[src/sv/multilevel_feedback_scheduler_top_macros.svh]
// assertion macros shared by the scheduler modules
`ifndef MULTILEVEL_FEEDBACK_SCHEDULER_TOP_MACROS_SVH
`define MULTILEVEL_FEEDBACK_SCHEDULER_TOP_MACROS_SVH

// same-cycle implication, sampled on clk, off during rst
`define MLFS_ASSERT_SAME(label, ante, cons, msg) \
  label: assert property (@(posedge clk) disable iff (rst) (ante) |-> (cons)) \
    else $error(msg);

// next-cycle implication, sampled on clk, off during rst
`define MLFS_ASSERT_NEXT(label, ante, cons, msg) \
  label: assert property (@(posedge clk) disable iff (rst) (ante) |=> (cons)) \
    else $error(msg);

`endif

[src/sv/mlfs_pkg.sv]
// shared types and constants of the multilevel feedback scheduler
`default_nettype none

package mlfs_pkg;

  localparam int PID_W    = 12;
  localparam int MODE_W   = 2;
  localparam int STATUS_W = 2;
  localparam int CFG_W    = 5;
  localparam int PADDR_W  = 3;
  localparam int PDATA_W  = 32;

  localparam logic [CFG_W-1:0] DEFAULT_PRIO_RESET = 5'd8;
  localparam logic REG_DFLT_PRIO = 1'b0;

  typedef enum logic [MODE_W-1:0] {
    MODE_READY     = 2'd0,
    MODE_DISPATCH  = 2'd1,
    MODE_WAITING   = 2'd2,
    MODE_TERMINATE = 2'd3
  } mode_t;

  typedef enum logic [STATUS_W-1:0] {
    STAT_DONE       = 2'd0,
    STAT_DISPATCHED = 2'd1,
    STAT_EMPTY      = 2'd2,
    STAT_FULL       = 2'd3
  } status_t;

  typedef enum logic [1:0] {
    S_CLEAR = 2'd0,
    S_IDLE  = 2'd1,
    S_EXEC  = 2'd2
  } state_t;

  typedef struct packed {
    logic clr_we;
    logic accept;
    logic commit;
  } ctrl_cmd_t;

  typedef struct packed {
    logic clr_last;
    logic out_free;
  } dp_status_t;

endpackage

`default_nettype wire

[src/sv/mlfs_ctrl.sv]
// controller state machine: clearing pass, item accept and commit
`default_nettype none
`include "multilevel_feedback_scheduler_top_macros.svh"

module mlfs_ctrl (
  input  wire logic                   clk,
  input  wire logic                   rst,
  input  wire logic                   in_valid,
  output logic                        in_ready,
  input  wire mlfs_pkg::dp_status_t   stat,
  output mlfs_pkg::ctrl_cmd_t         cmd
);

  mlfs_pkg::state_t state;
  mlfs_pkg::state_t state_next;

  always_ff @(posedge clk) begin
    if (rst) begin
      state <= mlfs_pkg::S_CLEAR;
    end else begin
      state <= state_next;
    end
  end

  always_comb begin
    state_next = state;
    case (state)
      mlfs_pkg::S_CLEAR: begin
        if (stat.clr_last) state_next = mlfs_pkg::S_IDLE;
      end
      mlfs_pkg::S_IDLE: begin
        if (in_valid) state_next = mlfs_pkg::S_EXEC;
      end
      mlfs_pkg::S_EXEC: begin
        if (stat.out_free) state_next = mlfs_pkg::S_IDLE;
      end
      default: begin
        state_next = mlfs_pkg::S_CLEAR;
      end
    endcase
  end

  always_comb begin
    in_ready   = 1'b0;
    cmd.clr_we = 1'b0;
    cmd.accept = 1'b0;
    cmd.commit = 1'b0;
    case (state)
      mlfs_pkg::S_CLEAR: begin
        cmd.clr_we = 1'b1;
      end
      mlfs_pkg::S_IDLE: begin
        in_ready   = 1'b1;
        cmd.accept = in_valid;
      end
      mlfs_pkg::S_EXEC: begin
        cmd.commit = stat.out_free;
      end
      default: begin
        in_ready = 1'b0;
      end
    endcase
  end

  `MLFS_ASSERT_NEXT(a_one_item_at_a_time, cmd.accept, !in_ready && !cmd.accept, "item accepted while one is in flight")
  `MLFS_ASSERT_NEXT(a_commit_frees_input, cmd.commit, in_ready, "input not reopened after commit")
  `MLFS_ASSERT_SAME(a_no_accept_while_clearing, cmd.clr_we, !in_ready && !cmd.commit, "item taken during clearing pass")

endmodule

`default_nettype wire

[config.mk]
export PLATFORM = sky130hd
export DESIGN_NAME = mlfs_ctrl
export DESIGN_NICKNAME = d
export VERILOG_FILES = /design/src/sv/mlfs_pkg.sv /design/src/sv/mlfs_ctrl.sv
export VERILOG_INCLUDE_DIRS = /design/src /design/src/sv
export SDC_FILE = /design/constraint.sdc
export NUM_CORES = 1
export LEC_CHECK = 0
export BUFFER_PORTS_ARGS = -buffer_cell sky130_fd_sc_hd__buf_2
export CAP_MARGIN = 15
export CORE_AREA = 2 2 39 41
export DETAILED_ROUTE_END_ITERATION = 10
export DIE_AREA = 0 0 41 43
export SYNTH_ARGS = -nofsm -noshare
export SYNTH_HDL_FRONTEND = slang
export SYNTH_SLANG_ARGS = --single-unit
[constraint.sdc]
create_clock -name clk -period 1 [get_ports clk]
set_clock_uncertainty 0.2 [all_clocks]
set_input_delay 0.2 -clock clk [delete_from_list [all_inputs] [get_ports clk]]
set_output_delay 0.2 -clock clk [all_outputs]
set_load 0.02 [all_outputs]
# Word level (Yosys, flattened, before mapping)
# Cells that the tools add are included.
# classes
eq_ne	5
muxes	8
n_reduce_logical	2
# ops
operator	n
$mux 2	3
$ne 2x2->1 const B	3
$pmux 2 s3	1
$mux 1	4
$reduce_and 3->1	1
$eq 2x1->1 const B	1
$eq 2x2->1 const B	1
$logic_not 2->1	1
# totals
reg_bits	2

# Logic depth before layout (Yosys ltp)
# logic_depth
word_depth	3
mapped_depth	3

# Worst setup path before layout
# OpenSTA, ideal clock, no wires.
# synth_timing
kind	flip-flop to output port
startpoint	reg state[1]
endpoint	out cmd[0] in the netlist's numbering
arrival_ns	0.809
setup_slack_ns	-0.209
path_stages_with_launch	3
path_buffers	0
path_cell_list	dfxtp_1 > inv_1 > nor2_1
# synth_rtl
item	line	source
start: declaration	mlfs_ctrl.sv:14	mlfs_pkg::state_t state;
start signal: assignment	mlfs_ctrl.sv:19	state <= mlfs_pkg::S_CLEAR;
start signal: assignment	mlfs_ctrl.sv:21	state <= state_next;
end: declaration	mlfs_ctrl.sv:11	output mlfs_pkg::ctrl_cmd_t cmd

==> results by group <==
Synth
  • Leading post-synthesis cells by cell area: dfxtp_1 33%, nor2_1 15%, nand2b_4 11%
  • Mapped Area: 123 um^2
  • Seq cells post-synth: 2
  • Synth Area per Inst: 8.17 um^2
  • Synthesized Nets: 20
  • Count of different cell masters after synthesis: 10
  • Post-synth top area share: 32.7%
  • Sequential element share of the synthesized area: 32.7%
  • Syn. warnings: 0
  • Synthesized instance count: 15
  • Yosys top cell by area: dfxtp_1

Critical path
  • Max stage delay on crit path: 0.35 ns
  • CP Max Fanout: 6
  • WP data arrival: 0.92 ns
  • WS Path Type: reg -> out
  • CP endpoint kind: primary output
  • Startpoint Class: flip-flop
  • CP max stage cell: dfxtp_4
  • Worst path buffer plus inverter count: 1
  • Req. time, crit path: 0.60 ns
  • Critical path's top delay family: flip-flops
  • CP cell instances: nand2b_4 > nor2_4 > buf_6

Routing
  • Routed WL: 326 um
  • Wire per inst: 7.24 um
  • Via count: 147
  • Vias per inst: 3.27
  • Iter 0 DRT Violations: 1
  • Post-route ant nets: 0
  • DR DRC count: 0
  • Initial DRT Pass Iterations: 4

GRT
  • Initial antenna violation count: 0
  • Largest net degree at the start of global routing: 7
  • Vias in the first global route: 133
  • GRT Resource Usage Total: 4.92%
  • GRT Residual Overflow: 0
  • First-pass GRT wire length: 469 um

Die
  • Core box area: 1380 um^2
  • Width of the die: 41 um
  • Die height: 43 um
  • IO Pins: 9
  • Starting density of the core: 8.86%
  • Row cnt: 14
  • Die area: 1760 um^2

Finish
  • Reg with most FFs: state
  • Max reg flops: 2
  • Area Growth Syn to Fin: 119%
  • Largest regs: state (2)
  • Fillcell total: 155
  • Core Util, Final: 19.4%
  • Final #Nets: 36
  • Antenna cell count: 0
  • Layout cells sized above 1: 72.4%

Clock tree
  • H-tree Lvls: 1
  • Clock buffer depth: 2
  • Root buf cell: clkbuf_4
  • Clock Pin Slew Worst Setup and Hold Paths: 0.03 ns
  • Clk_lat worst skew: 0.23 ns
  • CTS Sinks: 2
  • Num CTS Buffers: 3
  • TritonCTS clock tree: yes

STA
  • Slew margin rel.: 85.3%
  • Setup TNS: -1.23 ns
  • Peak Freq: 759 MHz
  • RSZ-0062 raised after global routing: true
  • Final Critical Period: 1.32 ns
  • Fin. max-slew vios: 0
  • Setup ws final: -0.317 ns
  • Final period util: 132%
  • Final Hold Violating Endpoints: 0
  • Least-Margin Pin Slew: 0.218 ns
  • WHS: 0.0213 ns
  • Final Setup Violations: 6

Status
  • Status: finished, violations left
  • Failing checks: setup timing

Place
  • Number of port buffers: 8
  • GPL Wtd Cong: 0.602

Power and ir drop
  • Int Pwr: 0.279 mW
  • Part of the power in the clock network: 47.1%
  • Design Power: 0.386 mW
  • Static Leak: 0.120 nW
  • Switching share of total power: 27.9%
  • Flop pwr share: 25.1%
  • P per Cell Area: 1440 nW/um^2
  • Sw Pwr: 0.108 mW
  • Combinational share of power: 27.8%
  • Max VDD drop: 279 uV

Worst hold path
  • Hold Crit Class: in -> reg

Run
  • Max_cap viols: 0
==> layout by cell type, fill, tap and decap left out, drive strengths merged <==
master        n
nand2b        1
clkbuf        3
o21ai         1
nor2b         1
dfxtp         2
nor2          5
buf          10
a21oi         1
a22oi         1
a21o          1
dlygate4sd3   1
inv           1
nand2         1
==> area by class of cell <==
class / count / area, um^2 / area share [%]
multi-input combinational: 12 / 88.8 / 33.0
tap: 16 / 20.0 / 7.44
timing repair buffer: 11 / 86.3 / 32.1
sequential: 2 / 47.5 / 17.7
clock buffer: 3 / 22.5 / 8.37
inverter: 1 / 3.75 / 1.40
==> per-layer routing <==
metal	wire [um]	part of all wire [%]	GRT usage (%)	up-vias
met5	0	0	0	-
met4	17	5.2	8.00	0
met3	34	10	3.14	2
met2	144	44	5.31	8
met1	130	40	4.50	58
li1	-	-	-	79
==> worst paths after layout <==
path	startpoint	endpoint	slack (ns)	cells past startpoint
worst max-delay path	state[0]	cmd[0]	-0.32	3
worst min register to register	state[1]	state[1]	0.37	2
worst min-delay path	rst	state[0]	0.02	3
worst max register to register	state[0]	state[0]	-0.13	4
==> synthesized netlist by cell type <==
master	instances
a21oi_2	1
dfxtp_1	2
a21o_1	1
inv_1	1
nand2b_4	1
nand2_1	1
nor2_1	5
a22oi_1	1
o21ai_0	1
nor2b_4	1
==> per-stage QoR <==
stage,setup slack (ns),instance area [um^2],instances
floorplan,-0.0429,135,15
global placement,-0.129,203,40
detailed placement,-0.133,203,40
CTS,-0.325,251,44
global route,-0.338,269,45
finish,-0.317,269,45
==> kinds of logic (layout without fill, tap and decap cells) <==
| kind of cell | after synthesis | count (layout) | share of synthesized area, % |
|---|---|---|---|
| flip-flops | 2 | 2 | 32.7 |
| AND/OR/NAND/NOR | 8 | 8 | 40.8 |
| AO/OA/AOI/OAI | 4 | 4 | 23.5 |
| buffers and inverters | 1 | 15 | 3.06 |
==> what timing repair did <==
action,CTS,global route
endpoints found under the setup margin,6,6
pin swaps,0,1
setup buffers,0,1
endpoints found under the hold margin,1,0
resized for setup,7,3
hold buffers,1,0
==> tightest hold or removal path: cells and delay by family <==
| kind | cells | cell delay (ns) |
|---|---|---|
| AO/OA/AOI/OAI | 2 | 0.12 |
| buffers and inverters | 1 | 0.09 |
==> power by group through the flow <==
stage,combinational (mW),clock (mW),sequential (mW)
2_1_floorplan,0.0578,0,0.0977
3_3_place_gp,0.0869,0,0.0996
3_5_place_dp,0.0864,0,0.100
4_1_cts,0.0986,0.195,0.0977
5_1_grt,0.117,0.192,0.0987
6_report,0.107,0.182,0.0971
Power figures use the tool's default switching activity.
